--- config.mk ---
export PLATFORM = sky130hd
export DESIGN_NAME = lambda_expression_syntax_checker_top
export DESIGN_NICKNAME = d
export VERILOG_FILES = /design/src/hdl/lesc_pkg.sv /design/src/hdl/lesc_scan.sv /design/src/hdl/lesc_out_reg.sv /design/src/hdl/lambda_expression_syntax_checker_top.sv
export SDC_FILE = /design/constraint.sdc
export NUM_CORES = 1
export LEC_CHECK = 0
export BUFFER_PORTS_ARGS = -buffer_cell sky130_fd_sc_hd__buf_4
export CAP_MARGIN = 20
export CORE_MARGIN = 1
export CORE_UTILIZATION = 50
export DETAILED_ROUTE_END_ITERATION = 6
export GPL_TIMING_DRIVEN = 0
export PLACE_DENSITY = 0.67
export SLEW_MARGIN = 20
export SYNTH_ARGS = -nofsm -noshare
export SYNTH_HDL_FRONTEND = slang
export SYNTH_SLANG_ARGS = --single-unit
--- constraint.sdc ---
create_clock -name clk -period 3.1 [get_ports clk]
set_input_delay 0.62 -clock clk [delete_from_list [all_inputs] [get_ports clk]]
set_output_delay 0.62 -clock clk [all_outputs]
set_load 0.005 [all_outputs]
--- src/hdl/lesc_pkg.sv ---
// Shared types, codes and a character helper for the lambda expression syntax checker.
`timescale 1ns / 1ps

package lesc_pkg;

  localparam int unsigned      MAX_NESTING_DEF     = 255;
  localparam longint unsigned  MAX_TEXT_LENGTH_DEF = 64'd65535;

  localparam int unsigned POS_W = 16;
  localparam logic [POS_W-1:0] POS_MAX = '1;

  // Characters the scanner reacts to.
  localparam logic [7:0] CH_NUL         = 8'h00;
  localparam logic [7:0] CH_SPACE       = 8'h20;
  localparam logic [7:0] CH_DOT         = 8'h2E;
  localparam logic [7:0] CH_EQUAL       = 8'h3D;
  localparam logic [7:0] CH_BACKSLASH   = 8'h5C;
  localparam logic [7:0] CH_LPAREN      = 8'h28;
  localparam logic [7:0] CH_RPAREN      = 8'h29;
  localparam logic [7:0] CH_LAMBDA_LEAD = 8'hCE;
  localparam logic [7:0] CH_LAMBDA_TAIL = 8'hBB;

  typedef enum logic [2:0] {
    MODE_MAIN,
    MODE_LAMBDA2,
    MODE_ABS_SPACE,
    MODE_ABS_NAME,
    MODE_ABS_DOT,
    MODE_NAME,
    MODE_ASSIGN,
    MODE_ERROR
  } mode_t;

  typedef enum logic [1:0] {
    NAMING_NONE,
    NAMING_DONE,
    NAMING_UNKNOWN
  } naming_t;

  typedef enum logic [2:0] {
    ERR_NONE,
    ERR_CHAR,
    ERR_ARG,
    ERR_DOT,
    ERR_EXPR,
    ERR_OP,
    ERR_PAREN
  } err_t;

  // Scanner state apart from the parenthesis depth, whose width is a parameter.
  typedef struct packed {
    mode_t            mode;
    naming_t          naming;
    logic             pending;
    logic [POS_W-1:0] idx;
    err_t             err;
    logic [POS_W-1:0] err_idx;
  } ctl_t;

  localparam ctl_t CTL_RESET = '{
    mode:    MODE_MAIN,
    naming:  NAMING_UNKNOWN,
    pending: 1'b1,
    idx:     '0,
    err:     ERR_NONE,
    err_idx: '0
  };

  typedef struct packed {
    logic [7:0] text_byte;
    logic       end_of_text;
  } lesc_in_t;

  typedef struct packed {
    logic             syntax_ok;
    logic [2:0]       error_code;
    logic [POS_W-1:0] error_position;
  } lesc_out_t;

  function automatic logic is_name_byte(input logic [7:0] c);
    return c inside {[8'h30:8'h39], [8'h41:8'h5A], [8'h61:8'h7A]};
  endfunction

endpackage

--- src/hdl/lesc_scan.sv ---
// Combinational next-state and verdict logic for one text byte.
`timescale 1ns / 1ps

module lesc_scan
  import lesc_pkg::*;
#(
  parameter int unsigned     MAX_NESTING     = MAX_NESTING_DEF,
  parameter longint unsigned MAX_TEXT_LENGTH = MAX_TEXT_LENGTH_DEF,
  localparam int unsigned    DEPTH_W         = $clog2(MAX_NESTING + 1)
) (
  input  lesc_in_t           item,
  input  ctl_t               cur_ctl,
  input  logic [DEPTH_W-1:0] cur_depth,
  output ctl_t               next_ctl,
  output logic [DEPTH_W-1:0] next_depth,
  output logic               has_result,
  output lesc_out_t          result
);

  typedef struct packed {
    ctl_t               ctl;
    logic [DEPTH_W-1:0] depth;
  } scan_t;

  function automatic scan_t fail(input scan_t s, input err_t code);
    scan_t r;
    r = s;
    r.ctl.err     = code;
    r.ctl.err_idx = s.ctl.idx;
    r.ctl.mode    = MODE_ERROR;
    return r;
  endfunction

  function automatic scan_t scan_main(input scan_t s, input logic [7:0] c);
    scan_t r;
    r = s;
    if (c == CH_SPACE) begin
      r = s;
    end else if (is_name_byte(c)) begin
      r.ctl.pending = 1'b0;
      r.ctl.mode    = MODE_NAME;
    end else begin
      case (c)
        CH_DOT, CH_EQUAL: r = fail(s, ERR_OP);
        CH_BACKSLASH:     r.ctl.mode = MODE_ABS_SPACE;
        CH_LAMBDA_LEAD:   r.ctl.mode = MODE_LAMBDA2;
        CH_RPAREN: begin
          if (s.depth == '0) begin
            r = fail(s, ERR_PAREN);
          end else begin
            r.depth = s.depth - DEPTH_W'(1);
            if (s.ctl.pending) r = fail(r, ERR_EXPR);
          end
        end
        CH_LPAREN: begin
          if (32'(s.depth) >= MAX_NESTING) begin
            r = fail(s, ERR_PAREN);
          end else begin
            r.depth = s.depth + DEPTH_W'(1);
            if (s.ctl.naming == NAMING_UNKNOWN) r.ctl.naming = NAMING_DONE;
          end
        end
        default: r = fail(s, ERR_CHAR);
      endcase
    end
    return r;
  endfunction

  function automatic scan_t check_assign(input scan_t s, input logic [7:0] c);
    scan_t r;
    r = s;
    if (c == CH_SPACE) begin
      r.ctl.mode = MODE_ASSIGN;
    end else if (c == CH_EQUAL) begin
      r.ctl.naming  = NAMING_DONE;
      r.ctl.pending = 1'b1;
      r.ctl.mode    = MODE_MAIN;
    end else begin
      r.ctl.naming = NAMING_NONE;
      r.ctl.mode   = MODE_MAIN;
      r = scan_main(r, c);
    end
    return r;
  endfunction

  function automatic scan_t scan_byte(input scan_t s, input logic [7:0] c);
    scan_t r;
    r = s;
    case (s.ctl.mode)
      MODE_MAIN: r = scan_main(s, c);
      MODE_LAMBDA2: begin
        if (c == CH_LAMBDA_TAIL) r.ctl.mode = MODE_ABS_SPACE;
        else r = fail(s, ERR_CHAR);
      end
      MODE_ABS_SPACE: begin
        if (c == CH_SPACE) r = s;
        else if (is_name_byte(c)) r.ctl.mode = MODE_ABS_NAME;
        else r = fail(s, ERR_ARG);
      end
      MODE_ABS_NAME, MODE_ABS_DOT: begin
        if (s.ctl.mode == MODE_ABS_NAME && is_name_byte(c)) begin
          r = s;
        end else if (c == CH_SPACE) begin
          r.ctl.mode = MODE_ABS_DOT;
        end else if (c == CH_DOT) begin
          r.ctl.pending = 1'b1;
          if (s.ctl.naming == NAMING_UNKNOWN) r.ctl.naming = NAMING_DONE;
          r.ctl.mode = MODE_MAIN;
        end else begin
          r = fail(s, ERR_DOT);
        end
      end
      MODE_NAME: begin
        if (is_name_byte(c)) begin
          r = s;
        end else if (s.ctl.naming != NAMING_UNKNOWN) begin
          r.ctl.mode = MODE_MAIN;
          r = scan_main(r, c);
        end else begin
          r = check_assign(s, c);
        end
      end
      MODE_ASSIGN: r = check_assign(s, c);
      default:     r = s;
    endcase
    return r;
  endfunction

  function automatic scan_t finish(input scan_t s);
    scan_t r;
    r = s;
    case (s.ctl.mode)
      MODE_ERROR:                  r = s;
      MODE_LAMBDA2:                r = fail(s, ERR_CHAR);
      MODE_ABS_SPACE:              r = fail(s, ERR_ARG);
      MODE_ABS_NAME, MODE_ABS_DOT: r = fail(s, ERR_DOT);
      default: begin
        if (s.depth != '0) r = fail(s, ERR_PAREN);
        else if (s.ctl.pending) r = fail(s, ERR_EXPR);
      end
    endcase
    return r;
  endfunction

  scan_t cur;
  scan_t fin;
  scan_t stepped;
  logic  is_end;
  logic  in_range;

  assign cur      = '{ctl: cur_ctl, depth: cur_depth};
  assign is_end   = item.end_of_text || (item.text_byte == CH_NUL);
  assign in_range = 33'(cur_ctl.idx) < 33'(MAX_TEXT_LENGTH);

  always_comb begin
    fin = finish(cur);
  end

  // Next state.
  always_comb begin
    stepped = cur;
    if (in_range && cur_ctl.mode != MODE_ERROR) stepped = scan_byte(cur, item.text_byte);
    if (cur_ctl.idx != POS_MAX) stepped.ctl.idx = cur_ctl.idx + POS_W'(1);
    if (is_end) begin
      next_ctl   = CTL_RESET;
      next_depth = '0;
    end else begin
      next_ctl   = stepped.ctl;
      next_depth = stepped.depth;
    end
  end

  // Verdict.
  always_comb begin
    has_result = is_end;
    if (fin.ctl.mode == MODE_ERROR) begin
      result.syntax_ok      = 1'b0;
      result.error_code     = fin.ctl.err;
      result.error_position = fin.ctl.err_idx;
    end else begin
      result.syntax_ok      = 1'b1;
      result.error_code     = ERR_NONE;
      result.error_position = '0;
    end
  end

endmodule

--- src/hdl/lesc_out_reg.sv ---
// Output register holding one verdict until the downstream side takes it.
`timescale 1ns / 1ps

module lesc_out_reg
  import lesc_pkg::*;
(
  input  logic      clk,
  input  logic      rst,
  input  logic      load,
  input  lesc_out_t load_data,
  output logic      free,
  output logic      rsp_valid,
  input  logic      rsp_ready,
  output lesc_out_t rsp_data
);

  logic held;

  assign free      = !held || rsp_ready;
  assign rsp_valid = held;

  always_ff @(posedge clk) begin
    if (rst) begin
      held <= 1'b0;
    end else if (load) begin
      held <= 1'b1;
    end else if (rsp_ready) begin
      held <= 1'b0;
    end
  end

  always_ff @(posedge clk) begin
    if (load) rsp_data <= load_data;
  end

endmodule

--- src/hdl/lambda_expression_syntax_checker_top.sv ---
// Top level of the lambda expression syntax checker: input register, scan state, verdict output.
`timescale 1ns / 1ps

// Channel   Ports                             Payload
// request   req_valid / req_ready / req_data  lesc_in_t: text_byte, end_of_text
// verdict   rsp_valid / rsp_ready / rsp_data  lesc_out_t: syntax_ok, error_code, error_position
//
// A request is scanned while it sits in the input register, so a byte is taken every cycle unless
// an ending request waits on a full verdict register; an ending request loads its verdict into the
// verdict register as it moves on, and rsp_valid rises once that register holds the verdict.
// Reset (rst, synchronous) empties both registers and puts the scanner in its start state.
// Only an ending request waits on a full verdict register; ordinary bytes never stall, and
// the input register keeps taking requests whenever the held one moves on in the same cycle.

module lambda_expression_syntax_checker_top
  import lesc_pkg::*;
#(
  parameter int unsigned     MAX_NESTING     = MAX_NESTING_DEF,
  parameter longint unsigned MAX_TEXT_LENGTH = MAX_TEXT_LENGTH_DEF
) (
  input  logic      clk,
  input  logic      rst,
  input  logic      req_valid,
  output logic      req_ready,
  input  lesc_in_t  req_data,
  output logic      rsp_valid,
  input  logic      rsp_ready,
  output lesc_out_t rsp_data
);

  localparam int unsigned DEPTH_W = $clog2(MAX_NESTING + 1);

  // Input register stage.
  logic     stage_valid;
  lesc_in_t stage_item;

  // Scanner state: mode, naming status, pending flag, byte index and the first error.
  ctl_t               ctl;
  logic [DEPTH_W-1:0] depth;

  ctl_t               ctl_next;
  logic [DEPTH_W-1:0] depth_next;
  logic               has_result;
  lesc_out_t          verdict;
  logic               out_free;
  logic               stage_fire;

  // The held request moves on unless it ends a text and the verdict register is still full.
  assign stage_fire = stage_valid && (!has_result || out_free);
  assign req_ready  = !stage_valid || stage_fire;

  always_ff @(posedge clk) begin
    if (rst) begin
      stage_valid <= 1'b0;
    end else if (req_ready) begin
      stage_valid <= req_valid;
    end
  end

  always_ff @(posedge clk) begin
    if (req_ready && req_valid) stage_item <= req_data;
  end

  always_ff @(posedge clk) begin
    if (rst) begin
      ctl   <= CTL_RESET;
      depth <= '0;
    end else if (stage_fire) begin
      ctl   <= ctl_next;
      depth <= depth_next;
    end
  end

  lesc_scan #(
    .MAX_NESTING     (MAX_NESTING),
    .MAX_TEXT_LENGTH (MAX_TEXT_LENGTH)
  ) u_scan (
    .item       (stage_item),
    .cur_ctl    (ctl),
    .cur_depth  (depth),
    .next_ctl   (ctl_next),
    .next_depth (depth_next),
    .has_result (has_result),
    .result     (verdict)
  );

  lesc_out_reg u_out (
    .clk       (clk),
    .rst       (rst),
    .load      (stage_fire && has_result),
    .load_data (verdict),
    .free      (out_free),
    .rsp_valid (rsp_valid),
    .rsp_ready (rsp_ready),
    .rsp_data  (rsp_data)
  );

  // After a verdict is issued the scanner must be back at its start state.
  a_clear_after_verdict: assert property (@(posedge clk) disable iff (rst)
    (stage_fire && has_result) |=>
      (ctl.mode == MODE_MAIN && ctl.idx == '0 && depth == '0 && ctl.err == ERR_NONE))
    else $error("scanner state not cleared after a verdict");

  // A held error code exists exactly while the scanner sits in its error mode.
  a_error_consistent: assert property (@(posedge clk) disable iff (rst)
    (ctl.mode == MODE_ERROR) == (ctl.err != ERR_NONE))
    else $error("held error code disagrees with scan mode");

  // Parenthesis depth never exceeds the configured nesting limit.
  a_depth_bound: assert property (@(posedge clk) disable iff (rst)
    32'(depth) <= MAX_NESTING)
    else $error("parenthesis depth above its limit");

  // A passing verdict carries no error code and a zero position.
  a_pass_clean: assert property (@(posedge clk) disable iff (rst)
    (rsp_valid && rsp_data.syntax_ok) |->
      (rsp_data.error_code == ERR_NONE && rsp_data.error_position == '0))
    else $error("passing verdict with error details");

  // An ordinary byte never blocks the input register.
  a_byte_no_stall: assert property (@(posedge clk) disable iff (rst)
    (stage_valid && !has_result) |-> req_ready)
    else $error("ordinary byte stalled the request side");

endmodule

**Word-level counts from Yosys, hierarchy flattened**

Index checks and enable logic that the tools add are counted.

- Flip-flop bits (word level): 80
- Bits of input ports: 13
- Output and inout bits: 22

- Add/subtract/negate cells: 3
- Magnitude comparators: 8
- Equal/unequal tests: 92
- Muxes and demuxes: 86
- Reductions and logical operators: 36

Operators by type and width:

| operator | number |
|---|---|
| $mux W49 | 27 |
| $pmux W46 S4 | 4 |
| $mux W41 | 14 |
| $pmux W49 S6 | 1 |
| $pmux W49 S4 | 1 |
| $mux W43 | 4 |
| $mux W46 | 3 |
| $mux W27 | 3 |
| $ne A3 B3 Y1 const B | 19 |
| $reduce_and A28 Y1 | 2 |
| $ne A4 B4 Y1 const B | 13 |
| $pmux W3 S4 | 4 |
| $eq A8 B6 Y1 const B | 5 |
| $ne A4 B3 Y1 const B | 10 |
| $ne A5 B5 Y1 const B | 6 |
| $mux W3 | 9 |
| $reduce_and A26 Y1 | 1 |
| $ne A5 B3 Y1 const B | 5 |
| $reduce_and A23 Y1 | 1 |
| $reduce_and A21 Y1 | 1 |
| $mux W20 | 1 |
| $ne A5 B4 Y1 const B | 4 |
| $mux W19 | 1 |
| $mux W6 | 3 |
| 40 further kinds | 83 |

**Depth between registers and ports, before layout**

Gate-level depths: netlist of the first run.

- Word-level depth: 19
- Mapped depth: 12

**By module**

A second synthesis of the first run with hierarchy kept.

- Cell total of the unflattened synthesis: 732
- Area, all modules: 5994.5 sq um

Modules (own cells, without submodules):

| module | times used | cells each | area each (sq um) | sequential area each (sq um) |
|---|---|---|---|---|
| lesc_scan | 1 | 479 | 2851.5 | 0.0 |
| lambda_expression_syntax_checker_top | 1 | 229 | 2496.1 | 1271.2 |
| lesc_out_reg | 1 | 24 | 646.9 | 620.6 |

**Least setup slack after synthesis of the first run**

No wires, ideal clock.

- Path kind: flip-flop to flip-flop
- From: register depth[0]
- To: register, netlist name u_out.rsp_data[13]
- Data arrival time: 2.463 ns
- Setup slack: 0.380 ns
- Cell stages (with the launch flop): 12
- Period minus slack after synthesis: 2.720 ns
- Cell sequence: dfxtp_1 -> inv_1 -> ha_1 -> nor3b_1 -> and2_1 -> clkbuf_1 -> inv_1 -> nor2_1 -> maj3_1 -> a22oi_1 -> clkbuf_1 -> a22o_1

- Longest elaborated chain between the ends: 4

RTL lines:

| element | line | source |
|---|---|---|
| from (decl) | lambda_expression_syntax_checker_top.sv:39 | `logic [DEPTH_W-1:0] depth;` |
| from (signal assigned) | lambda_expression_syntax_checker_top.sv:70 | `depth <= depth_next;` |
| $reduce_bool A8 Y1 * | lesc_scan.sv:138 | `if (s.depth != '0) r = fail(s, ERR_PAREN);` |
| $mux W49 * | lesc_scan.sv:138 |  |
| $pmux W49 S4 * | lesc_scan.sv:132 | `case (s.ctl.mode)` |
| $eq A3 B3 Y1 | lesc_scan.sv:176 | `if (fin.ctl.mode == MODE_ERROR) begin` |

Mark *: on every way between the ends. The rest lies on a longest branch, timed or not.
A chain may end at the register's enable or synchronous reset.

**Worst setup path after layout of the first run**

- From: register stage_item[2] (netlist bit)
- To: register ctl[3] (netlist bit)

- Longest elaborated chain between the ends: 10
- Elaborated cells on any way between the ends: 66
- Classes of those cells: 6 x order compare; 28 x eq/ne; 17 x mux; 15 x reduce/logical

RTL lines:

| element | line | source |
|---|---|---|
| from (decl) | lambda_expression_syntax_checker_top.sv:35 | `lesc_in_t stage_item;` |
| from (signal assigned) | lambda_expression_syntax_checker_top.sv:61 | `if (req_ready && req_valid) stage_item <= req_data;` |
| $eq A8 B7 Y1 (tied with other cells) | lesc_scan.sv:43 | `case (c)` |
| $reduce_or A2 Y1, on equally long branches | n/a |  |
| $pmux W46 S4 | lesc_scan.sv:43 |  |
| $mux W43 | lesc_scan.sv:74 | `end else if (c == CH_EQUAL) begin` |
| $mux W46 | lesc_scan.sv:72 | `if (c == CH_SPACE) begin` |
| $mux W49 | lesc_scan.sv:116 | `end else if (s.ctl.naming != NAMING_UNKNOWN) begin` |
| $mux W49 | lesc_scan.sv:114 | `if (is_name_byte(c)) begin` |
| $pmux W49 S6 | lesc_scan.sv:89 | `case (s.ctl.mode)` |
| $mux W49 | lesc_scan.sv:162 | `if (in_range && cur_ctl.mode != MODE_ERROR) stepped = scan_byte(cur, item.text_byte);` |
| $mux W41 | lesc_scan.sv:164 | `if (is_end) begin` |
| to (signal assigned) | lambda_expression_syntax_checker_top.sv:69 | `ctl <= ctl_next;` |
| to (decl) | lambda_expression_syntax_checker_top.sv:38 | `ctl_t ctl;` |

Parallel ways exist; a longest one is shown, timed or not. The select of a mux whose other input is x is not followed.

==> results by group, run 1 <==
Timing
  • Peak Freq: 332 MHz
  • Clock Skew: 9.50 ps
  • Tcrit/Tclk final: 97.1%
  • Final worst slack: between 90 and 100 ps
  • WHS: 421 ps
  • Tmin final: ~3000 ps
  • TNS Setup: 0 ps
  • Setup violators final: 0
  • Slew at the pin closest to its max-slew limit: 988 ps
  • Pins Over Slew Limit: 0
  • Worst slew margin: 33.5%
  • Fin. Hold Viols: 0

Routing
  • Routed Antenna Nets: 0
  • Total wire length: 18.0 mm
  • Vias per Instance: just under 7
  • 1st-pass router iterations: 7
  • Drt wl/cell: 21.3 um
  • Iter 0 DRT Violations: 658
  • DR vias: approximately 5,700
  • Remaining DRCs: 0

Clock tree
  • Hold_buf cts: 0
  • Clk buf depth: 2
  • Htree depth: 3
  • Clock Sink Count: 80
  • CTS tree: yes
  • CTS Buf Count: 9
  • Worst-path clk slew: 100 ps
  • Clk Latency, worst-skew pair: roughly 370 ps
  • CTS Root Cell: clkbuf_8

Yosys
  • Syn Area/Cell: 8.17 sq um
  • Yosys top cell area share: 19.3%
  • Predominant post-synthesis flop cell: dfxtp_1
  • Synth cell types: 80
  • Synth Cell Area: around 5300 sq um
  • Cell type with the highest aggregate area in the netlist: dfxtp_1
  • Post-synth EDFFs: 29
  • Async S/R FF share, synth: 0%
  • Flops & latches, synth: 80
  • Synth area leaders: dfxtp_1, edfxtp_1, a22o_1, a21oi_1, nor2_1
  • Mapped Cells: 647
  • Sequential area share after synthesis: 35.8%
  • Syn. warnings: 0
  • Synth Net Count: 664

Die
  • Die Wd: 105 um
  • Initial Util: roughly half
  • # rows: 37
  • # IOs: 35
  • Area of the core: 10,300 sq um
  • Die footprint: approximately 11,000 sq um
  • Vert. Die Dim: 105 um

Placed design
  • Area after DPL: 5700 sq um
  • Setup WS pre-CTS: -643 ps
  • HPWL after DPL: 12.8 mm
  • Port Buffers: 33
  • Routability Congestion: between 1 and 1.5

GRT
  • Global-route wire length before repair: 27.8 mm
  • Total track usage: 32.4%
  • Vias in the first global route: between 5,000 and 6,000
  • Initial antenna violation count: 0
  • Largest net degree at the start of global routing: 21
  • Overflow after GRT: 0

Final layout
  • Total Nets Final: 718
  • Most common cell after layout, fill and taps aside: nor2_1
  • Antenna Cells: 0
  • Synth-to-layout area growth: 17.4%
  • Commonest non-fill, non-tap cells in the layout: nor2_1, nand2_1, a21oi_1, dfxtp_1, buf_4
  • Final Cell Area: 6200 sq um
  • Layout cells sized above 1: 18.1%

Setup path
  • Worst-path cell chain: buf_2, or4_4, or4_1, o22ai_2, a211oi_1, nand4b_1, buf_4, nor3b_4, buf_12, a22o_1
  • Kind of critical path: flop to flop
  • Crit path arrival time: ~3300 ps
  • Slowest stage delay, CP: 590 ps
  • Crit start category: flop
  • CP max-delay cell: or4_1
  • Endpoint class of the critical path: flop
  • CP max FO: 10
  • Worst EP required: 3360 ps

Power and ir drop
  • Total power per unit cell area: roughly 360 nW/um^2
  • Peak VDD IR: 0.231 mV
  • Leak pwr: roughly 0.0022 uW

Run status
  • Status: complete, no violations

Flow run
  • Max-cap viol count: 0

Hold path
  • Worst min path class: input port to flop
==> cell usage after synthesis, drive strengths merged (5+ instances only) <==
| master | instances |
|---|---|
| a21o | 9 |
| nor4 | 9 |
| nor3b | 5 |
| and2 | 8 |
| dfxtp | 51 |
| nand3 | 18 |
| nand4 | 7 |
| nor3 | 29 |
| or3 | 8 |
| inv | 14 |
| a22o | 36 |
| a211oi | 8 |
| nor2b | 5 |
| o211ai | 6 |
| clkbuf | 37 |
| a21oi | 55 |
| nand3b | 7 |
| o21ai | 45 |
| or4 | 5 |
| or3b | 5 |
| nor2 | 60 |
| nand2 | 55 |
| buf | 11 |
| and3 | 15 |
| edfxtp | 29 |
| nand2b | 9 |
| o22ai | 7 |
| o31ai | 10 |
| a31oi | 6 |
==> critical path, delay by kind of cell (launching register included) <==
family / cells / cell delay, ps
buf+inv: 3 / 590
simple gates: 4 / 1460
compound gates: 3 / 480
flops: 1 / 360
==> flip-flops by register name, summed over array words and instances (netlist names) <==
name	count
ctl	41
depth	8
stage_item	9
stage_valid	1
u_out.rsp_data	20
u_out.rsp_valid	1
==> kinds of logic after synthesis <==
group                      share of synthesized area [%]
and+or+nand+nor                                     25.7
AOI/OAI and AO/OA                                   31.5
DFF                                                 35.8
buffers and inverters                               4.78
adders and majority gates                           1.14
xor gates and xnor gates                           0.497
muxes                                              0.592
==> stage by stage <==
stage	total power (uW)	std cells	utilization, %
after global routing	2280	842	60.4
after global placement	1450	816	55.5
after CTS	2190	835	58.6
after floorplan	1340	647	-
after detailed placement	1450	816	55.5
final	2220	842	60.4
==> path summary, 6_finish.rpt <==
check / from / to / slack [ps] / depth (start not counted)
min reg2reg: ctl[3] / ctl[3] / 490 / 1
max: stage_item[2] / ctl[3] / 90 / 10
min: req_data[4] / stage_item[4] / 420 / 1
max reg2reg: stage_item[2] / ctl[3] / 90 / 10
==> routing by layer <==
layer  part of all wire, %  up-vias  global-route usage [%]
met5                     0        -                       0
met4                   3.7        0                    14.8
met3                   6.5       56                    5.12
met2                    49      311                    54.6
met1                    41     2774                    40.7
li1                      -     2599                       -
==> layout make-up <==
| type | count | area (sq um) |
|---|---|---|
| Clock inverter | 7 | 53.8 |
| Fill cell | 943 | 4070 |
| Sequential cell | 80 | 1890 |
| Buffer | 46 | 211 |
| Tap cell | 136 | 170 |
| Timing Repair Buffer | 45 | 350 |
| Multi-Input combinational cell | 505 | 3350 |
| Clock buffer | 9 | 124 |
| Inverter | 14 | 56.3 |
==> power by group <==
part	internal [uW]	switching [uW]	total (uW)
clock	298	448	746
sequential	1110	18.8	1120
combinational	115	234	348
==> timing repair <==
item | 4_1_cts | 5_1_grt
setup buffers | 4 | 8
cloned | 0 | 0
pin swaps | 1 | 4
endpoints found under the setup margin | 85 | 58
resized for setup | 26 | 33
Power figures use the tool's default switching activity.
==> inputs of run 2 (changes only) <==
--- a/config.mk
+++ b/config.mk
@@ -10,9 +10,8 @@
 export CORE_MARGIN = 1
 export CORE_UTILIZATION = 50
 export DETAILED_ROUTE_END_ITERATION = 6
-export GPL_TIMING_DRIVEN = 0
 export PLACE_DENSITY = 0.67
-export SLEW_MARGIN = 20
+export SETUP_SLACK_MARGIN = 0.5
 export SYNTH_ARGS = -nofsm -noshare
 export SYNTH_HDL_FRONTEND = slang
 export SYNTH_SLANG_ARGS = --single-unit
==> results by group, run 2 (same netlist as run 1, synthesis figures left out) <==
Run status
  • Status: complete, no violations

Timing
  • RSZ-0062 raised after global routing: true
  • Tmin final: 2790 ps (-217 ps)
  • Slew at the pin closest to its max-slew limit: 833 ps (-156 ps)
  • TNS Setup: 0 ps (unchanged)
  • Worst slew margin: 44.4% (+11 points)
  • Peak Freq: 358 MHz (+7.8%)
  • Pins Over Slew Limit: 0 (unchanged)
  • Fin. Hold Viols: 0 (unchanged)
  • Final worst slack: 308 ps (+217 ps)
  • Clock Skew: 15.1 ps (+5.56 ps)
  • Tcrit/Tclk final: 90.1% (-7.0 points)
  • Setup violators final: 0 (unchanged)

Die
  • Initial Util: 51.4% (unchanged)
  • Die Wd: 105 um (unchanged)
  • # rows: 37 (unchanged)
  • Die footprint: 11,000 sq um (unchanged)
  • Area of the core: 10,300 sq um (unchanged)
  • Vert. Die Dim: 105 um (unchanged)
  • # IOs: 35 (unchanged)

Power and ir drop
  • Leak pwr: 0.00278 uW (+29%)
  • Peak VDD IR: 0.374 mV (+62%)
  • Total power per unit cell area: 349 nW/um^2 (-2.4%)
  • Sw Share: 27.6% (-3.9 points)
  • NetSw: 707 uW (+0.91%)
  • Internal Power: 1850 uW (+22%)
  • Logic gate share of total power: 18.3% (+2.6 points)
  • Clock power frac: 37.6% (+4.0 points)
  • Sequential Power Share: 44.1% (-6.6 points)

Setup path
  • Crit start category: flop
  • Kind of critical path: flop to flop
  • CP max-delay cell: or4b_4
  • Worst path bufs/invs: 5 (+2)
  • Crit path arrival time: 3060 ps (-210 ps)
  • Crit path max-delay family: buffers and inverters
  • Slowest stage delay, CP: 560 ps (-30 ps)
  • CP max FO: 8 (-2)
  • Endpoint class of the critical path: flop
  • Worst EP required: 3370 ps (about the same)
  • Worst-path cell chain: or4b_4, buf_12, buf_4, a211oi_2, buf_4, a21boi_0, o31ai_2, nand4b_1, buf_6, nor3b_4, buf_12, a22o_1

Routing
  • Routed Antenna Nets: 0 (unchanged)
  • Total wire length: 19.0 mm (+5.8%)
  • Vias per Instance: 6.67 (-2.2%)
  • DR vias: 6,081 (+5.9%)
  • Remaining DRCs: 0 (unchanged)
  • 1st-pass router iterations: 5 (-2)
  • Drt wl/cell: 20.8 um (-2.3%)
  • Iter 0 DRT Violations: 535 (-19%)

Final layout
  • Commonest non-fill, non-tap cells in the layout: buf_4, nor2_1, nand2_1, dfxtp_1, a21oi_1
  • Final Cell Area: 7330 sq um (+18%)
  • Synth-to-layout area growth: 38.6%
  • Most common cell after layout, fill and taps aside: buf_4
  • Total Nets Final: 788 (+9.7%)
  • Core Util, Final: 71.3% (+11 points)
  • Layout cells sized above 1: 35.8% (+18 points)
  • Top Registers: ctl (41), u_out.rsp_data (20), stage_item (9)
  • Largest reg by FF count: ctl
  • Max FFs per register: 41 (unchanged)
  • Antenna Cells: 0 (unchanged)

Clock tree
  • Clock Sink Count: 80 (unchanged)
  • CTS Buf Count: 9 (unchanged)
  • Hold_buf cts: 0 (unchanged)
  • Worst-path clk slew: 90 ps (about the same)
  • CTS Root Cell: clkbuf_8
  • Htree depth: 3 (unchanged)
  • Clk buf depth: 2 (unchanged)
  • Clk Latency, worst-skew pair: 390 ps (+20 ps)
  • CTS tree: yes

GRT
  • Largest net degree at the start of global routing: 24 (+14%)
  • Overflow after GRT: 0 (unchanged)
  • Initial antenna violation count: 0 (unchanged)
  • Vias in the first global route: 5,551 (+5.6%)
  • Total track usage: 33.2% (+0.78 points)
  • Global-route wire length before repair: 28.6 mm (+2.9%)

Placed design
  • Area after DPL: 5960 sq um (+4.6%)
  • Routability Congestion: 0.961 (-5.7%)
  • HPWL after DPL: 12.7 mm (-0.88%)
  • Setup WS pre-CTS: 42.0 ps (+685 ps)
  • Port Buffers: 34 (+3.0%)

Hold path
  • Worst min path class: input port to flop

Flow run
  • Max-cap viol count: 0 (unchanged)
==> run 2: per-layer routing <==
layer	vias to the layer above	share of wire [%]	wire, um	global-route usage [%]
li1	2736	-	-	-
met1	2901	37	7070	39.3
met2	360	49	9290	56.7
met3	84	9.1	1730	6.67
met4	0	4.8	917	17.2
met5	-	0	0	0
==> run 2: path summary, 6_finish.rpt <==
kind / from / endpoint / slack [ps] / cells past startpoint
max: stage_item[5] / ctl[1] / 310 / 12
min: req_data[2] / stage_item[2] / 400 / 1
max reg2reg: stage_item[5] / ctl[1] / 310 / 12
min reg2reg: ctl[9] / ctl[9] / 490 / 1
==> run 2: through the flow <==
stage	total power, uW	cells	hold slack [ps]
2_1_floorplan	1350	647	443
3_3_place_gp	1480	827	457
3_5_place_dp	1480	827	462
4_1_cts	2500	882	396
5_1_grt	2630	912	381
6_report	2560	912	404
==> run 2: layout make-up <==
type | instances | area (sq um)
Multi-Input combinational cell | 506 | 3580
Fill cell | 787 | 2950
Sequential cell | 80 | 1900
Timing Repair Buffer | 160 | 1380
Tap cell | 136 | 170
Clock buffer | 10 | 128
Clock inverter | 6 | 115
Inverter | 14 | 60.1
==> run 2: what timing repair did <==
action                     4_1_cts  5_1_grt
resized for setup               67       67
setup buffers                   38       29
pin swaps                       35       44
cloned                           1        1
setup endpoints to repair       70       77
==> run 2: power groups by stage <==
stage | sequential [uW] | clock, uW | combinational [uW]
detailed placement | 1150 | 0 | 325
global placement | 1150 | 0 | 324
global route | 1130 | 1010 | 490
CTS | 1130 | 971 | 399
finish | 1130 | 961 | 468
floorplan | 1140 | 0 | 205
==> inputs of run 3 (changes only) <==
--- a/config.mk
+++ b/config.mk
@@ -5,12 +5,12 @@
 export SDC_FILE = /design/constraint.sdc
 export NUM_CORES = 1
 export LEC_CHECK = 0
-export BUFFER_PORTS_ARGS = -buffer_cell sky130_fd_sc_hd__buf_4
 export CAP_MARGIN = 20
 export CORE_MARGIN = 1
-export CORE_UTILIZATION = 50
+export CORE_UTILIZATION = 62
 export DETAILED_ROUTE_END_ITERATION = 6
-export PLACE_DENSITY = 0.67
+export DONT_BUFFER_PORTS = 1
+export PLACE_DENSITY = 0.77
 export SETUP_SLACK_MARGIN = 0.5
 export SYNTH_ARGS = -nofsm -noshare
 export SYNTH_HDL_FRONTEND = slang
==> constraint.sdc (replaced) <==
create_clock -name clk -period 3.1 [get_ports clk]
set_input_delay 0.62 -clock clk [delete_from_list [all_inputs] [get_ports clk]]
set_output_delay 0.62 -clock clk [all_outputs]
set_load 0.01 [all_outputs]
==> results by group, run 3 (same netlist as run 1, synthesis figures left out) <==
Routing
  • Routed Antenna Nets: 0 (unchanged)
  • Vias per Instance: 7.56 (+13%)
  • Total wire length: 19.3 mm (+1.7%)
  • DR vias: 6,114 (+0.54%)
  • Drt wl/cell: 23.9 um (+15%)
  • Remaining DRCs: 47 (+47)
  • Iter 0 DRT Violations: 919 (+72%)
  • 1st-pass router iterations: 7 (+2)

Final layout
  • Total Nets Final: 716 (-9.1%)
  • Synth-to-layout area growth: 26.0%
  • Multi-input combinational cell area: 3560 sq um (-0.66%)
  • Commonest non-fill, non-tap cells in the layout: buf_4, nor2_1, nand2_1, a21oi_1, dfxtp_1
  • Max FFs per register: 41 (unchanged)
  • Layout cells sized above 1: 28.6% (-7.3 points)
  • Layout Cells excl Fill: 809 (-11%)
  • Register area: 1900 sq um (about the same)
  • Top Registers: ctl (41), u_out.rsp_data (20), stage_item (9)
  • Final Cell Area: 6660 sq um (-9.1%)
  • Most common cell after layout, fill and taps aside: buf_4
  • Antenna Cells: 0 (unchanged)
  • Largest reg by FF count: ctl
  • Fill cells: 511 (-35%)

Placed design
  • Routability Congestion: 1.02 (+6.5%)
  • Dpl cells: 757 (-8.5%)
  • HPWL after DPL: 12.1 mm (-4.9%)
  • Port Buffers: 0 (-100%)
  • Area after DPL: 5640 sq um (-5.4%)

Setup path
  • Endpoint class of the critical path: flop
  • Worst path bufs/invs: 4 (-1)
  • Crit path arrival time: 3120 ps (+60 ps)
  • Crit path max-delay family: simple AND/OR/NAND/NOR gates
  • CP max-delay cell: or4b_4
  • Crit start category: flop
  • Kind of critical path: flop to flop
  • CP max FO: 8 (unchanged)
  • Worst EP required: 3380 ps (about the same)
  • Slowest stage delay, CP: 590 ps (+30 ps)
  • Worst-path cell chain: or4b_4, buf_12, buf_8, nor2_1, nor3_1, buf_4, nor3_1, buf_4, o31ai_1, a221oi_2

Timing
  • Tmin final: 2840 ps (+49.5 ps)
  • Pins Over Slew Limit: 0 (unchanged)
  • Slew at the pin closest to its max-slew limit: 889 ps (+56.5 ps)
  • TNS Setup: 0 ps (unchanged)
  • Tcrit/Tclk final: 91.7% (+1.6 points)
  • RSZ-0062 raised after global routing: true
  • Setup violators final: 0 (unchanged)
  • Peak Freq: 352 MHz (-1.7%)
  • Clock Skew: 16.7 ps (+1.61 ps)
  • Fin. Hold Viols: 0 (unchanged)
  • Worst slew margin: 40.7% (-3.8 points)

GRT
  • Overflow after GRT: 0 (unchanged)
  • Initial antenna violation count: 0 (unchanged)
  • Total track usage: 41.3% (+8.1 points)
  • Vias in the first global route: 5,412 (-2.5%)
  • Largest net degree at the start of global routing: 38 (+58%)
  • Global-route wire length before repair: 28.2 mm (-1.5%)

Flow run
  • Max-cap viol count: 0 (unchanged)

Power and ir drop
  • Leak pwr: 0.00240 uW (-13%)
  • Total power per unit cell area: 366 nW/um^2 (+4.8%)
  • Peak VDD IR: 0.280 mV (-25%)

Clock tree
  • Worst-path clk slew: 90 ps (about the same)
  • CTS Buf Count: 9 (unchanged)
  • Clock Sink Count: 80 (unchanged)
  • Clk buf depth: 2 (unchanged)
  • Htree depth: 3 (unchanged)
  • Hold_buf cts: 0 (unchanged)
  • CTS tree: yes
  • CTS Root Cell: clkbuf_8
  • Clk Latency, worst-skew pair: 370 ps (-20 ps)

Die
  • Area of the core: 8220 sq um (-20%)
  • # IOs: 35 (unchanged)
  • Vert. Die Dim: 94.3 um (-10%)
  • Die Wd: 94.3 um (-10%)
  • # rows: 33 (-11%)
  • Initial Util: 64.3% (+13 points)
  • Die footprint: 8900 sq um (-19%)

Run status
  • Failing checks: DRC
  • Status: finished with violations

Hold path
  • Worst min path class: input port to flop
==> run 3: path summary, 6_finish.rpt <==
path / start / to / slack (ps) / cells after the start
worst max-delay path: stage_item[8] / depth[0] / 260 / 10
worst min-delay path: rst / depth[0] / 310 / 1
worst max register to register: stage_item[8] / depth[0] / 260 / 10
worst min register to register: ctl[3] / ctl[3] / 490 / 1
==> run 3: worst reg2reg max path: stages, from the launching register on <==
cell and delay [ps]:
edfxtp_1 390, or4b_4 590, buf_12 170, buf_8 140, nor2_1 240, nor3_1 170
buf_4 190, nor3_1 250, buf_4 250, o31ai_1 110, a221oi_2 280
==> run 3: report_power, final <==
group          switching, uW  internal [uW]
logic                    251            153
registers               25.1           1110
clock network            460            442
total                    736           1700
==> run 3: per-stage QoR <==
step           utilization [%]  hold slack [ps]  worst slack [ps]  power (uW)
6_report                  81.1              308               259        2440
5_1_grt                   81.1              295               278        2490
4_1_cts                   77.2              312               423        2370
3_5_place_dp              68.7              468               141        1440
3_3_place_gp              68.7              459               202        1440
2_1_floorplan                -              443               508        1350
==> run 3: final cells by class <==
| class | count | share of cell area, % |
|---|---|---|
| timing repair buffer | 88 | 11.9 |
| clock buffer | 10 | 2.24 |
| multi-input combinational | 506 | 53.4 |
| inverter | 14 | 0.789 |
| clock inverter | 6 | 1.18 |
| tap | 105 | 1.97 |
| sequential | 80 | 28.5 |
==> run 3: layer usage <==
| metal | track usage (%) | share of wire (%) | wire [um] | vias up |
|---|---|---|---|---|
| met4 | 19.5 | 6.6 | 1280 | 0 |
| met2 | 65.3 | 43 | 8360 | 597 |
| met3 | 11.1 | 14 | 2690 | 174 |
| met1 | 52.1 | 36 | 7000 | 2750 |
| met5 | 0 | 0 | 0 | - |
| li1 | - | - | - | 2593 |
==> run 3: what timing repair did <==
action | 4_1_cts | 5_1_grt
gates resized for setup | 60 | 58
endpoints found under the setup margin | 49 | 61
gates cloned | 3 | 0
pin swaps | 21 | 46
buffers inserted | 21 | 12
hold endpoints to repair | 0 | 0
